`src/design/wwc_pkg.sv`:
```
package wwc_pkg;

   localparam int ELAPSED_W   = 18;
   localparam int PULSE_W     = 12;
   localparam int DEG_W       = 9;
   localparam int SCALE_W     = 20;
   localparam int SPEED_W     = 16;
   localparam int SPEED_SUM_W = 22;
   localparam int DIR_SUM_W   = 15;
   localparam int INDEX_W     = 6;
   localparam int ADJ_W       = 11;

   localparam int WINDOW_SAMPLES = 60;

   localparam int DIV_NUM_W = PULSE_W + SCALE_W;
   localparam int DIV_DEN_W = ELAPSED_W;
   localparam int DIV_CNT_W = $clog2(DIV_NUM_W);

   // floor(x / WINDOW_SAMPLES) = (x * ceil(2^28 / WINDOW_SAMPLES)) >> 28 for x < 2^22
   localparam int RECIP_SHIFT  = 28;
   localparam int RECIP_W      = RECIP_SHIFT + 1;
   localparam int SPEED_PROD_W = SPEED_SUM_W + RECIP_W;
   localparam int DIR_PROD_W   = DIR_SUM_W + RECIP_W;
   localparam logic [RECIP_W-1:0] WINDOW_RECIP =
      RECIP_W'(((64'd1 << RECIP_SHIFT) + 64'(WINDOW_SAMPLES - 1)) / 64'(WINDOW_SAMPLES));

   localparam int CSR_INDEX_W = 4;
   localparam int CSR_DATA_W  = SCALE_W;

   localparam logic [CSR_INDEX_W-1:0] REG_POINTER_OFFSET = CSR_INDEX_W'(0);
   localparam logic [CSR_INDEX_W-1:0] REG_SPEED_SCALE    = CSR_INDEX_W'(1);

   localparam logic [DEG_W-1:0]   POINTER_OFFSET_RESET = DEG_W'(264);
   localparam logic [SCALE_W-1:0] SPEED_SCALE_RESET    = SCALE_W'(314620);

   localparam logic [ADJ_W-1:0]   DEG_FULL   = ADJ_W'(360);
   localparam logic [ADJ_W-1:0]   DEG_TWICE  = ADJ_W'(720);
   localparam logic [INDEX_W-1:0] LAST_INDEX = INDEX_W'(WINDOW_SAMPLES - 1);

   typedef enum logic [4:0] {
      ST_IDLE  = 5'b0_0001,
      ST_START = 5'b0_0010,
      ST_DIV   = 5'b0_0100,
      ST_ACC   = 5'b0_1000,
      ST_EMIT  = 5'b1_0000
   } state_type;

   typedef struct packed {
      logic load;
      logic dir_step;
      logic start_div;
      logic accumulate;
      logic emit;
   } wwc_cmd_type;

   typedef struct packed {
      logic div_busy;
      logic div_done;
      logic last_sample;
   } wwc_status_type;

endpackage

```
`src/design/wwc_if.sv`:
```
interface wwc_req_if import wwc_pkg::*; ();
   logic                 valid;
   logic                 ready;
   logic [ELAPSED_W-1:0] elapsed_ms;
   logic [PULSE_W-1:0]   pulse_count;
   logic [DEG_W-1:0]     vane_angle_deg;
   logic [DEG_W-1:0]     compass_deg;

   modport source (output valid, elapsed_ms, pulse_count, vane_angle_deg, compass_deg,
                   input ready);
   modport sink (input valid, elapsed_ms, pulse_count, vane_angle_deg, compass_deg,
                 output ready);
endinterface

interface wwc_rsp_if import wwc_pkg::*; ();
   logic               valid;
   logic               ready;
   logic [SPEED_W-1:0] avg_speed_cmph;
   logic [SPEED_W-1:0] gust_cmph;
   logic [DEG_W-1:0]   avg_direction_deg;

   modport source (output valid, avg_speed_cmph, gust_cmph, avg_direction_deg,
                   input ready);
   modport sink (input valid, avg_speed_cmph, gust_cmph, avg_direction_deg,
                 output ready);
endinterface

interface wwc_csr_if import wwc_pkg::*; ();
   logic                   valid;
   logic                   ready;
   logic [CSR_INDEX_W-1:0] index;
   logic [CSR_DATA_W-1:0]  data;

   modport source (output valid, index, data, input ready);
   modport sink (input valid, index, data, output ready);
endinterface

```
`src/design/wwc_div.sv`:
```
module wwc_div import wwc_pkg::*; (
   input  logic                 clock,
   input  logic                 reset,
   input  logic                 start,
   input  logic [DIV_NUM_W-1:0] num,
   input  logic [DIV_DEN_W-1:0] den,
   output logic                 busy,
   output logic                 done,
   output logic [DIV_NUM_W-1:0] quot
);

   logic                 busy_ff, busy_in;
   logic                 done_ff, done_in;
   logic [DIV_CNT_W-1:0] cnt_ff, cnt_in;
   logic [DIV_NUM_W-1:0] dvd_ff, dvd_in;
   logic [DIV_DEN_W-1:0] rem_ff, rem_in;
   logic [DIV_DEN_W-1:0] den_ff, den_in;
   logic [DIV_DEN_W:0]   rem_shift;
   logic [DIV_DEN_W:0]   rem_diff;
   logic                 ge;

   // restoring division, one quotient bit per cycle
   always_comb begin
      rem_shift = {rem_ff, dvd_ff[DIV_NUM_W-1]};
      ge        = rem_shift >= {1'b0, den_ff};
      rem_diff  = rem_shift - {1'b0, den_ff};
      busy_in   = busy_ff;
      done_in   = 1'b0;
      cnt_in    = cnt_ff;
      dvd_in    = dvd_ff;
      rem_in    = rem_ff;
      den_in    = den_ff;
      if (start) begin
         busy_in = 1'b1;
         cnt_in  = DIV_CNT_W'(DIV_NUM_W - 1);
         dvd_in  = num;
         rem_in  = '0;
         den_in  = den;
      end else if (busy_ff) begin
         dvd_in = {dvd_ff[DIV_NUM_W-2:0], ge};
         rem_in = ge ? rem_diff[DIV_DEN_W-1:0] : rem_shift[DIV_DEN_W-1:0];
         cnt_in = cnt_ff - 1'b1;
         if (cnt_ff == '0) begin
            busy_in = 1'b0;
            done_in = 1'b1;
         end
      end
   end

   always_ff @(posedge clock) begin
      if (reset) begin
         busy_ff <= 1'b0;
         done_ff <= 1'b0;
      end else begin
         busy_ff <= busy_in;
         done_ff <= done_in;
      end
      cnt_ff <= cnt_in;
      dvd_ff <= dvd_in;
      rem_ff <= rem_in;
      den_ff <= den_in;
   end

   assign busy = busy_ff;
   assign done = done_ff;
   assign quot = dvd_ff;

endmodule

```
`src/design/wwc_datapath.sv`:
```
module wwc_datapath import wwc_pkg::*; (
   input  logic                   clock,
   input  logic                   reset,
   input  wwc_cmd_type            cmd,
   output wwc_status_type         status,
   input  logic [ELAPSED_W-1:0]   req_elapsed_ms,
   input  logic [PULSE_W-1:0]     req_pulse_count,
   input  logic [DEG_W-1:0]       req_vane_angle_deg,
   input  logic [DEG_W-1:0]       req_compass_deg,
   input  logic                   csr_we,
   input  logic [CSR_INDEX_W-1:0] csr_index,
   input  logic [CSR_DATA_W-1:0]  csr_data,
   output logic [SPEED_W-1:0]     rsp_avg_speed_cmph,
   output logic [SPEED_W-1:0]     rsp_gust_cmph,
   output logic [DEG_W-1:0]       rsp_avg_direction_deg
);

   function automatic logic [DEG_W-1:0] mod_deg(input logic [ADJ_W-1:0] v);
      logic [ADJ_W-1:0] r;
      r = v;
      for (int i = 0; i < 3; i++) begin
         if (r >= DEG_FULL) r = r - DEG_FULL;
      end
      return r[DEG_W-1:0];
   endfunction

   logic [DEG_W-1:0]       offset_ff;
   logic [SCALE_W-1:0]     scale_ff;
   logic [DIV_NUM_W-1:0]   product_ff;
   logic [ELAPSED_W-1:0]   elapsed_ff;
   logic                   elapsed_zero_ff;
   logic [DEG_W-1:0]       adj_ff;
   logic [DEG_W-1:0]       compass_ff;
   logic [DEG_W-1:0]       dir_ff;
   logic [INDEX_W-1:0]     index_ff;
   logic [SPEED_SUM_W-1:0] speed_sum_ff;
   logic [SPEED_W-1:0]     gust_ff;
   logic [DIR_SUM_W-1:0]   dir_sum_ff;
   logic [SPEED_W-1:0]     rsp_speed_ff;
   logic [SPEED_W-1:0]     rsp_gust_ff;
   logic [DEG_W-1:0]       rsp_dir_ff;

   logic [ADJ_W-1:0]        adj_raw;
   logic [DIV_NUM_W-1:0]    quot;
   logic [SPEED_W-1:0]      speed;
   logic [SPEED_PROD_W-1:0] speed_prod;
   logic [DIR_PROD_W-1:0]   dir_prod;

   assign adj_raw = ADJ_W'(req_vane_angle_deg) + DEG_TWICE - ADJ_W'(offset_ff);

   wwc_div u_div (
      .clock (clock),
      .reset (reset),
      .start (cmd.start_div),
      .num   (product_ff),
      .den   (elapsed_ff),
      .busy  (status.div_busy),
      .done  (status.div_done),
      .quot  (quot)
   );

   always_comb begin
      if (elapsed_zero_ff) speed = '0;
      else if (quot[DIV_NUM_W-1:SPEED_W] != '0) speed = '1;
      else speed = quot[SPEED_W-1:0];
   end

   // window averages by reciprocal multiply
   assign speed_prod = SPEED_PROD_W'(speed_sum_ff) * SPEED_PROD_W'(WINDOW_RECIP);
   assign dir_prod   = DIR_PROD_W'(dir_sum_ff) * DIR_PROD_W'(WINDOW_RECIP);

   assign status.last_sample = index_ff == LAST_INDEX;

   always_ff @(posedge clock) begin
      if (reset) begin
         offset_ff <= POINTER_OFFSET_RESET;
         scale_ff  <= SPEED_SCALE_RESET;
      end else if (csr_we) begin
         unique case (csr_index)
            REG_POINTER_OFFSET: offset_ff <= csr_data[DEG_W-1:0];
            REG_SPEED_SCALE:    scale_ff  <= csr_data[SCALE_W-1:0];
            default: ;
         endcase
      end
   end

   always_ff @(posedge clock) begin
      if (cmd.load) begin
         product_ff      <= DIV_NUM_W'(req_pulse_count) * DIV_NUM_W'(scale_ff);
         elapsed_ff      <= req_elapsed_ms;
         elapsed_zero_ff <= req_elapsed_ms == '0;
         adj_ff          <= mod_deg(adj_raw);
         compass_ff      <= req_compass_deg;
      end
      if (cmd.dir_step) dir_ff <= mod_deg(ADJ_W'(compass_ff) + ADJ_W'(adj_ff));
      if (cmd.emit) begin
         rsp_speed_ff <= speed_prod[RECIP_SHIFT+SPEED_W-1:RECIP_SHIFT];
         rsp_gust_ff  <= gust_ff;
         rsp_dir_ff   <= dir_prod[RECIP_SHIFT+DEG_W-1:RECIP_SHIFT];
      end
   end

   always_ff @(posedge clock) begin
      if (reset || cmd.emit) begin
         index_ff     <= '0;
         speed_sum_ff <= '0;
         gust_ff      <= '0;
         dir_sum_ff   <= '0;
      end else if (cmd.accumulate) begin
         index_ff     <= index_ff + 1'b1;
         speed_sum_ff <= speed_sum_ff + SPEED_SUM_W'(speed);
         dir_sum_ff   <= dir_sum_ff + DIR_SUM_W'(dir_ff);
         if (speed > gust_ff) gust_ff <= speed;
      end
   end

   assign rsp_avg_speed_cmph    = rsp_speed_ff;
   assign rsp_gust_cmph         = rsp_gust_ff;
   assign rsp_avg_direction_deg = rsp_dir_ff;

endmodule

```
`src/design/wwc_ctrl.sv`:
```
module wwc_ctrl import wwc_pkg::*; (
   input  logic           clock,
   input  logic           reset,
   input  logic           req_valid,
   output logic           req_ready,
   output logic           rsp_valid,
   input  logic           rsp_ready,
   input  wwc_status_type status,
   output wwc_cmd_type    cmd
);

   state_type state_ff, state_in;
   logic      rsp_valid_ff, rsp_valid_in;

   always_comb begin
      state_in  = state_ff;
      cmd       = '0;
      req_ready = 1'b0;
      unique case (state_ff)
         ST_IDLE: begin
            req_ready = 1'b1;
            if (req_valid) begin
               cmd.load = 1'b1;
               state_in = ST_START;
            end
         end
         ST_START: begin
            cmd.start_div = 1'b1;
            cmd.dir_step  = 1'b1;
            state_in      = ST_DIV;
         end
         ST_DIV: begin
            if (status.div_done) state_in = ST_ACC;
         end
         ST_ACC: begin
            cmd.accumulate = 1'b1;
            state_in       = status.last_sample ? ST_EMIT : ST_IDLE;
         end
         ST_EMIT: begin
            if (!rsp_valid_ff || rsp_ready) begin
               cmd.emit = 1'b1;
               state_in = ST_IDLE;
            end
         end
         default: state_in = ST_IDLE;
      endcase
   end

   always_comb begin
      rsp_valid_in = rsp_valid_ff;
      if (cmd.emit) rsp_valid_in = 1'b1;
      else if (rsp_ready) rsp_valid_in = 1'b0;
   end

   always_ff @(posedge clock) begin
      if (reset) begin
         state_ff     <= ST_IDLE;
         rsp_valid_ff <= 1'b0;
      end else begin
         state_ff     <= state_in;
         rsp_valid_ff <= rsp_valid_in;
      end
   end

   assign rsp_valid = rsp_valid_ff;

`ifndef ASSERT_OFF
   a_accept_starts: assert property (@(posedge clock) disable iff (reset)
      (req_valid && req_ready) |=> cmd.start_div)
      else $error("accepted word did not start the divider");

   a_emit_valid: assert property (@(posedge clock) disable iff (reset)
      cmd.emit |=> rsp_valid)
      else $error("emitted result not presented");

   a_busy_not_ready: assert property (@(posedge clock) disable iff (reset)
      status.div_busy |-> !req_ready)
      else $error("input ready while divider busy");

   a_done_expected: assert property (@(posedge clock) disable iff (reset)
      status.div_done |-> state_ff == ST_DIV)
      else $error("divider finished outside the wait state");
`endif

endmodule

```
`src/design/wind_window_consolidator.sv`:
```
// Wind window consolidator.
// req_if: one word per 10 s anemometer sample (elapsed ms, cup pulses,
//   vane angle, compass heading). Accepted when valid and ready are high.
// rsp_if: one word per window of 60 samples: average speed, gust and mean
//   direction. Nothing is produced for the other samples.
// csr_if: register writes, index 0 pointer offset, index 1 speed scale;
//   always ready, unknown indexes are dropped. Write only while idle.
// A sample occupies the block while the radix-2 divider computes
//   pulses*scale/elapsed; the next word is accepted only after the sample
//   has been accumulated and the block is idle again.
// The last sample of a window adds an emit state: the averages come from
//   reciprocal multiplies and the result is registered in that state;
//   the next word can follow once the result has been registered.
// The result sits in an output register; a stalled receiver holds it and
//   only blocks the block when the next window result is ready to load.
// Reset restores the registers to their defaults (offset 264, scale
//   314620), clears the accumulators and drops any pending result.
module wind_window_consolidator import wwc_pkg::*; (
   input logic clock,
   input logic reset,
   wwc_req_if.sink   req_if,
   wwc_rsp_if.source rsp_if,
   wwc_csr_if.sink   csr_if
);

   wwc_cmd_type    cmd;
   wwc_status_type status;
   logic           req_ready;
   logic           rsp_valid;

   assign csr_if.ready = 1'b1;
   assign req_if.ready = req_ready;
   assign rsp_if.valid = rsp_valid;

   wwc_ctrl u_ctrl (
      .clock     (clock),
      .reset     (reset),
      .req_valid (req_if.valid),
      .req_ready (req_ready),
      .rsp_valid (rsp_valid),
      .rsp_ready (rsp_if.ready),
      .status    (status),
      .cmd       (cmd)
   );

   wwc_datapath u_datapath (
      .clock                 (clock),
      .reset                 (reset),
      .cmd                   (cmd),
      .status                (status),
      .req_elapsed_ms        (req_if.elapsed_ms),
      .req_pulse_count       (req_if.pulse_count),
      .req_vane_angle_deg    (req_if.vane_angle_deg),
      .req_compass_deg       (req_if.compass_deg),
      .csr_we                (csr_if.valid),
      .csr_index             (csr_if.index),
      .csr_data              (csr_if.data),
      .rsp_avg_speed_cmph    (rsp_if.avg_speed_cmph),
      .rsp_gust_cmph         (rsp_if.gust_cmph),
      .rsp_avg_direction_deg (rsp_if.avg_direction_deg)
   );

endmodule
```
`src/flat_wrapper.sv`:
```
// flat-port wrapper written by rule: the top's interface ports become plain ports
module wind_window_consolidator_flat import wwc_pkg::*;
  (clock, reset, req_if_valid, req_if_elapsed_ms, req_if_pulse_count, req_if_vane_angle_deg, req_if_compass_deg, req_if_ready, rsp_if_valid, rsp_if_avg_speed_cmph, rsp_if_gust_cmph, rsp_if_avg_direction_deg, rsp_if_ready, csr_if_valid, csr_if_index, csr_if_data, csr_if_ready);
  wwc_req_if req_if_i ();
  wwc_rsp_if rsp_if_i ();
  wwc_csr_if csr_if_i ();
  input logic clock;
  input logic reset;
  input wire logic [$bits(req_if_i.valid)-1:0] req_if_valid;
  input wire logic [$bits(req_if_i.elapsed_ms)-1:0] req_if_elapsed_ms;
  input wire logic [$bits(req_if_i.pulse_count)-1:0] req_if_pulse_count;
  input wire logic [$bits(req_if_i.vane_angle_deg)-1:0] req_if_vane_angle_deg;
  input wire logic [$bits(req_if_i.compass_deg)-1:0] req_if_compass_deg;
  output wire logic [$bits(req_if_i.ready)-1:0] req_if_ready;
  output wire logic [$bits(rsp_if_i.valid)-1:0] rsp_if_valid;
  output wire logic [$bits(rsp_if_i.avg_speed_cmph)-1:0] rsp_if_avg_speed_cmph;
  output wire logic [$bits(rsp_if_i.gust_cmph)-1:0] rsp_if_gust_cmph;
  output wire logic [$bits(rsp_if_i.avg_direction_deg)-1:0] rsp_if_avg_direction_deg;
  input wire logic [$bits(rsp_if_i.ready)-1:0] rsp_if_ready;
  input wire logic [$bits(csr_if_i.valid)-1:0] csr_if_valid;
  input wire logic [$bits(csr_if_i.index)-1:0] csr_if_index;
  input wire logic [$bits(csr_if_i.data)-1:0] csr_if_data;
  output wire logic [$bits(csr_if_i.ready)-1:0] csr_if_ready;
  assign req_if_i.valid = req_if_valid;
  assign req_if_i.elapsed_ms = req_if_elapsed_ms;
  assign req_if_i.pulse_count = req_if_pulse_count;
  assign req_if_i.vane_angle_deg = req_if_vane_angle_deg;
  assign req_if_i.compass_deg = req_if_compass_deg;
  assign req_if_ready = req_if_i.ready;
  assign rsp_if_valid = rsp_if_i.valid;
  assign rsp_if_avg_speed_cmph = rsp_if_i.avg_speed_cmph;
  assign rsp_if_gust_cmph = rsp_if_i.gust_cmph;
  assign rsp_if_avg_direction_deg = rsp_if_i.avg_direction_deg;
  assign rsp_if_i.ready = rsp_if_ready;
  assign csr_if_i.valid = csr_if_valid;
  assign csr_if_i.index = csr_if_index;
  assign csr_if_i.data = csr_if_data;
  assign csr_if_ready = csr_if_i.ready;
  wind_window_consolidator u_core (.clock(clock), .reset(reset), .req_if(req_if_i), .rsp_if(rsp_if_i), .csr_if(csr_if_i));
endmodule
```
`config.mk`:
```
export PLATFORM = sky130hd
export DESIGN_NAME = wind_window_consolidator_flat
export DESIGN_NICKNAME = d
export VERILOG_FILES = /design/src/design/wwc_pkg.sv /design/src/design/wwc_if.sv /design/src/design/wwc_div.sv /design/src/design/wwc_datapath.sv /design/src/design/wwc_ctrl.sv /design/src/design/wind_window_consolidator.sv /design/src/flat_wrapper.sv
export SDC_FILE = /design/constraint.sdc
export NUM_CORES = 1
export LEC_CHECK = 0
export ABC_CLOCK_PERIOD_IN_PS = 8450
export BUFFER_PORTS_ARGS = -buffer_cell sky130_fd_sc_hd__buf_2
export CAP_MARGIN = 20
export CORE_MARGIN = 3
export CORE_UTILIZATION = 50
export DETAILED_ROUTE_END_ITERATION = 8
export GPL_TIMING_DRIVEN = 0
export PLACE_DENSITY = 0.72
export SLEW_MARGIN = 15
export SYNTH_ARGS = -nofsm -noshare
export SYNTH_HDL_FRONTEND = slang
export SYNTH_HIERARCHICAL = 1
export SYNTH_SLANG_ARGS = --single-unit
export TNS_END_PERCENT = 20
```
`constraint.sdc`:
```
create_clock -name clock -period 8.45 [get_ports clock]
set_clock_uncertainty 0.2 [all_clocks]
set_input_delay 1.69 -clock clock [delete_from_list [all_inputs] [get_ports clock]]
set_output_delay 1.69 -clock clock [all_outputs]
set_load 0.02 [all_outputs]
```
==> impl.org <==
** Outcome
- Outcome :: complete, no violations

** Logic synthesis
- Largest family of logic cells by synthesized area :: adder cells
- Synthesized instance count :: 3112
- The number of nets handed over by synthesis was 3904.
- Number of library cell types mapped by synthesis :: 126
- Flip-flop and latch count after synthesis :: 288
- Cell types with the highest counts after synthesis :: sky130_fd_sc_hd__inv_1, sky130_fd_sc_hd__ha_1, sky130_fd_sc_hd__nand2_1
- Yosys instantiated no cell more often than sky130_fd_sc_hd__inv_1.
- A synthesized cell averages 9.75 µm².
- Share of cell area taken by muxes after synthesis :: 3.17%
- The synthesized design spends more area on one cell type than any other, namely sky130_fd_sc_hd__ha_1.
- For this run, asynchronously set or reset flops after synthesis account for 0%.
- Yosys printed 6 warnings.
- Commonest register cell after synthesis :: sky130_fd_sc_hd__edfxtp_1
- The synthesized netlist devotes 11.6% of its cell area to compound gates.
- Post-synthesis share of cell area spent on and, or, nand and nor gates :: 13.8%
- Number of flops mapped to enable cells by yosys :: 169
- Portion of the post-synthesis area used by sequential elements :: 24.6%
- The synthesized netlist devotes 36.2% of its cell area to adder and majority cells.
- In this run the biggest area consumer among cell types represents 18.2% of the synthesized area.
- Post-synthesis xor/xnor area fraction :: 3.14%
- Combined area of all synthesized cells :: 0.0304 mm²
- Largest cells by area after synthesis :: sky130_fd_sc_hd__ha_1, sky130_fd_sc_hd__fa_1, sky130_fd_sc_hd__edfxtp_1

** Worst setup path
- Cell repeated most along the worst path :: sky130_fd_sc_hd__inv_1
- The worst setup path is launched from an input port.
- Worst reg2reg endpoint :: u_core/u_datapath/product_ff[30]
- In this design, the largest share of critical-path delay is due to compound AO/OA/AOI/OAI gates.
- Delay of the slowest critical-path stage :: 0.63 ns
- Among all stages on the critical path, the largest delay is contributed by sky130_fd_sc_hd__or4b_2.
- STA classifies the critical path endpoint as a register.
- R2r startpoint :: u_core/u_datapath/scale_ff[4]
- Of all nets on the critical path, the largest fanout is 10.
- Counting both buffers and inverters, the worst setup path holds a total of 6.
- Measured in cells, the most critical reg-to-reg path has a length of 21.
- Critical path class :: in2reg
- Worst endpoint data arrival time :: 7.93 ns
- Required time at the endpoint of the critical path :: 8.58 ns
- The worst register-to-register path has a setup slack of 1.43 ns.

** Power
- The worst-case IR drop observed on VDD is 0.270 mV.
- Ratio of total power to cell area :: 260 mW/mm²
- Final Power :: 8610 µW
- In this run the static leakage power is 0.0161 µW.

** STA
- In the post-route analysis, the smallest setup slack over all paths is 0.644 ns.
- Setup repair after global routing missed its margin :: false
- Summed over all failing endpoints, the final setup total negative slack is 0 ns.
- At the pin with the least slew margin, the transition time is 0.938 ns.
- The number of hold violations in the final report was 0.
- Max transition margin :: 37.5%
- Setup violations remaining at the end of the flow were counted as 0.
- Period utilization :: 92.4%
- Count of pins over their slew limit :: 0
- The worst path in the final design needs a cycle of 7.81 ns, including I/O delays and setup.
- Maximum clock frequency :: 0.128 GHz

** Finish
- Non-Filler Cell Area, Final :: 0.0331 mm²
- The repair_antennas step left the layout with diodes totalling 0.
- From synthesis to final layout, the design area changed by 9.14%.
- Post-layout nets :: 4049
- Share of cells above drive strength 1 :: 9.08%
- Final cell count without fillers :: 4056

** Placed design
- The number of placed instances, taps included, is 3994.
- Placed Area :: 0.0319 mm²
- Input and output buffers added on the ports amount to 107.
- Post-placement worst setup slack :: 0.142 ns
- Routability congestion estimate from global placement :: 0.879
- Post-DP HPWL :: 53.5 mm

** Die
- In this run the vertical extent of the chip is 252 µm.
- 121 I/O pins were placed.
- The floorplan has 89 rows.
- Core Region :: 0.0596 mm²
- Die ar. :: 0.0637 mm²
- Die boundary width :: 252 µm
- Starting Density :: 51.0%

** Min path
- Hold path cells :: 0
- The min-delay analysis places its worst path in the category reg2reg.
- Beginning of the worst hold path :: u_core/u_datapath/elapsed_ff[5]
- The path with the worst hold slack has its endpoint at u_core/u_datapath/u_div/den_ff[5].

** CTS
- Counting the buffers created by CTS gives 34.
- Post-CTS Resized :: 0
- The clock tree synthesis step divided the H-tree into 2 levels.
- The tree is rooted in a sky130_fd_sc_hd__clkbuf_16.
- Clock tree from TritonCTS :: built
- After clock tree synthesis, the setup repair step added 0 buffers.
- The tree built by TritonCTS fans out to 288 sinks.
- Insertion delay to the later sink of the worst-skew pair :: 0.56 ns
- Total of hold buffers inserted after clock tree synthesis :: 0
- After clock tree synthesis, the clock-pin slew on the worst setup and hold paths is 0.06 ns.
- Bufs on Longest Clock Path :: 3

** Global route
- Global-route wire length before repair :: 111 mm
- Largest net degree at the start of global routing :: 48
- Global router's overall resource usage :: 21.2%
- The number of antenna violations at the first check in global routing came to 0.
- The via count of the first global-routing pass is 22400.
- GRT overflow :: 0

** Drt
- After detailed routing, the number of remaining DRC violations is 0.
- Per-cell via count in the routed design :: 5.43
- The detailed router finished its first iteration with 1148 violations.
- Mean routed wirelength per cell :: 16.2 µm
- The final route contains 22000 vias.
- Count of antenna-violating nets left after detailed routing :: 0
- Total wire length after detailed routing :: 65.8 mm
- The first detailed-routing pass ran for 5 iterations.

** Run
- Across the run, the number of max-cap violations was 0.
area by class of cell:
cell class | instances | area [µm²]
Tap cell | 773 | 967
Clock buffer | 43 | 970
Inverter | 480 | 1800
Fill cell | 5169 | 26400
Timing Repair Buffer | 109 | 583
Multi-Input combinational cell | 2244 | 20600
Buffer | 100 | 477
Sequential cell | 288 | 7460
Clock inverter | 19 | 243
logic make-up after synthesis:
logic type | Yosys count
AO/OA/AOI/OAI | 483
XOR/XNOR | 108
adder cells (fa/ha/maj) | 715
buffers and inverters | 580
flip-flops | 288
multiplexers | 90
other | 1
AND/OR/NAND/NOR | 847
how the worst max path moves through the flow:
stage	start	endpoint	slack, ns	cells after the start
2_1_floorplan	req_if_pulse_count[8]	u_core/u_datapath/product_ff[30]	0.91	21
3_3_place_gp	req_if_pulse_count[10]	u_core/u_datapath/product_ff[30]	0.16	20
3_5_place_dp	req_if_pulse_count[8]	u_core/u_datapath/product_ff[30]	0.14	21
4_1_cts	req_if_pulse_count[5]	u_core/u_datapath/product_ff[30]	0.72	25
5_1_grt	req_if_pulse_count[5]	u_core/u_datapath/product_ff[30]	0.02	25
6_report	req_if_pulse_count[3]	u_core/u_datapath/product_ff[30]	0.64	25
layer usage:
metal	vias to the layer above	track usage [%]	wire, µm
met5	-	0	0
met4	0	5.11	1400
met3	94	3.28	3350
met2	489	35.2	30400
met1	10600	29.3	30600
li1	10900	-	-
registers in the layout (all words and copies together), names as in the netlist, 15 cells and up:
register                              cells
u_core/u_datapath/product_ff             32
u_core/u_datapath/u_div/quot             32
u_core/u_datapath/speed_sum_ff           22
u_core/u_datapath/scale_ff               20
u_core/u_datapath/elapsed_ff             18
u_core/u_datapath/u_div/den_ff           18
u_core/u_datapath/u_div/rem_ff           18
u_core/u_datapath/gust_ff                16
u_core/u_datapath/rsp_avg_speed_cmph     16
u_core/u_datapath/rsp_gust_cmph          16
u_core/u_datapath/dir_sum_ff             15
layout by cell type (no fill, tap or decap), types with 16 or more instances in the layout:
cell type | netlist | layout
sky130_fd_sc_hd__clkbuf_1 | 73 | 78
sky130_fd_sc_hd__ha_1 | 441 | 441
sky130_fd_sc_hd__o21a_1 | 24 | 24
sky130_fd_sc_hd__nand4_1 | 25 | 25
sky130_fd_sc_hd__nor3_1 | 50 | 50
sky130_fd_sc_hd__nor2_1 | 193 | 192
sky130_fd_sc_hd__clkbuf_16 | 0 | 38
sky130_fd_sc_hd__edfxtp_1 | 169 | 169
sky130_fd_sc_hd__xor2_1 | 37 | 37
sky130_fd_sc_hd__nand2_1 | 281 | 281
sky130_fd_sc_hd__nand3_1 | 31 | 31
sky130_fd_sc_hd__nand2b_1 | 25 | 25
sky130_fd_sc_hd__and2_1 | 105 | 105
sky130_fd_sc_hd__a21o_1 | 51 | 51
sky130_fd_sc_hd__nor2b_1 | 22 | 22
sky130_fd_sc_hd__xnor2_1 | 70 | 70
sky130_fd_sc_hd__a21oi_1 | 126 | 126
sky130_fd_sc_hd__mux2_2 | 36 | 36
sky130_fd_sc_hd__o21ai_0 | 60 | 60
sky130_fd_sc_hd__fa_1 | 274 | 274
sky130_fd_sc_hd__nor4_1 | 16 | 16
sky130_fd_sc_hd__mux2i_1 | 52 | 52
sky130_fd_sc_hd__inv_1 | 478 | 478
sky130_fd_sc_hd__or3_1 | 20 | 20
sky130_fd_sc_hd__buf_2 | 8 | 115
sky130_fd_sc_hd__a211oi_1 | 21 | 21
sky130_fd_sc_hd__nand3b_1 | 16 | 16
sky130_fd_sc_hd__dfxtp_1 | 119 | 119
per-stage QoR:
step	utilization (%)	hold slack, ns
floorplan	-	0.200
global placement	53.5	0.204
detailed placement	53.6	0.206
CTS	55.6	0.220
global route	55.6	0.221
finish	55.6	0.217
power breakdown:
part / internal [µW] / switching (µW) / total (µW)
logic: 2170 / 2920 / 5090
clock network: 951 / 633 / 1580
registers: 1850 / 83.9 / 1940
(Power assumes the default switching activity.)
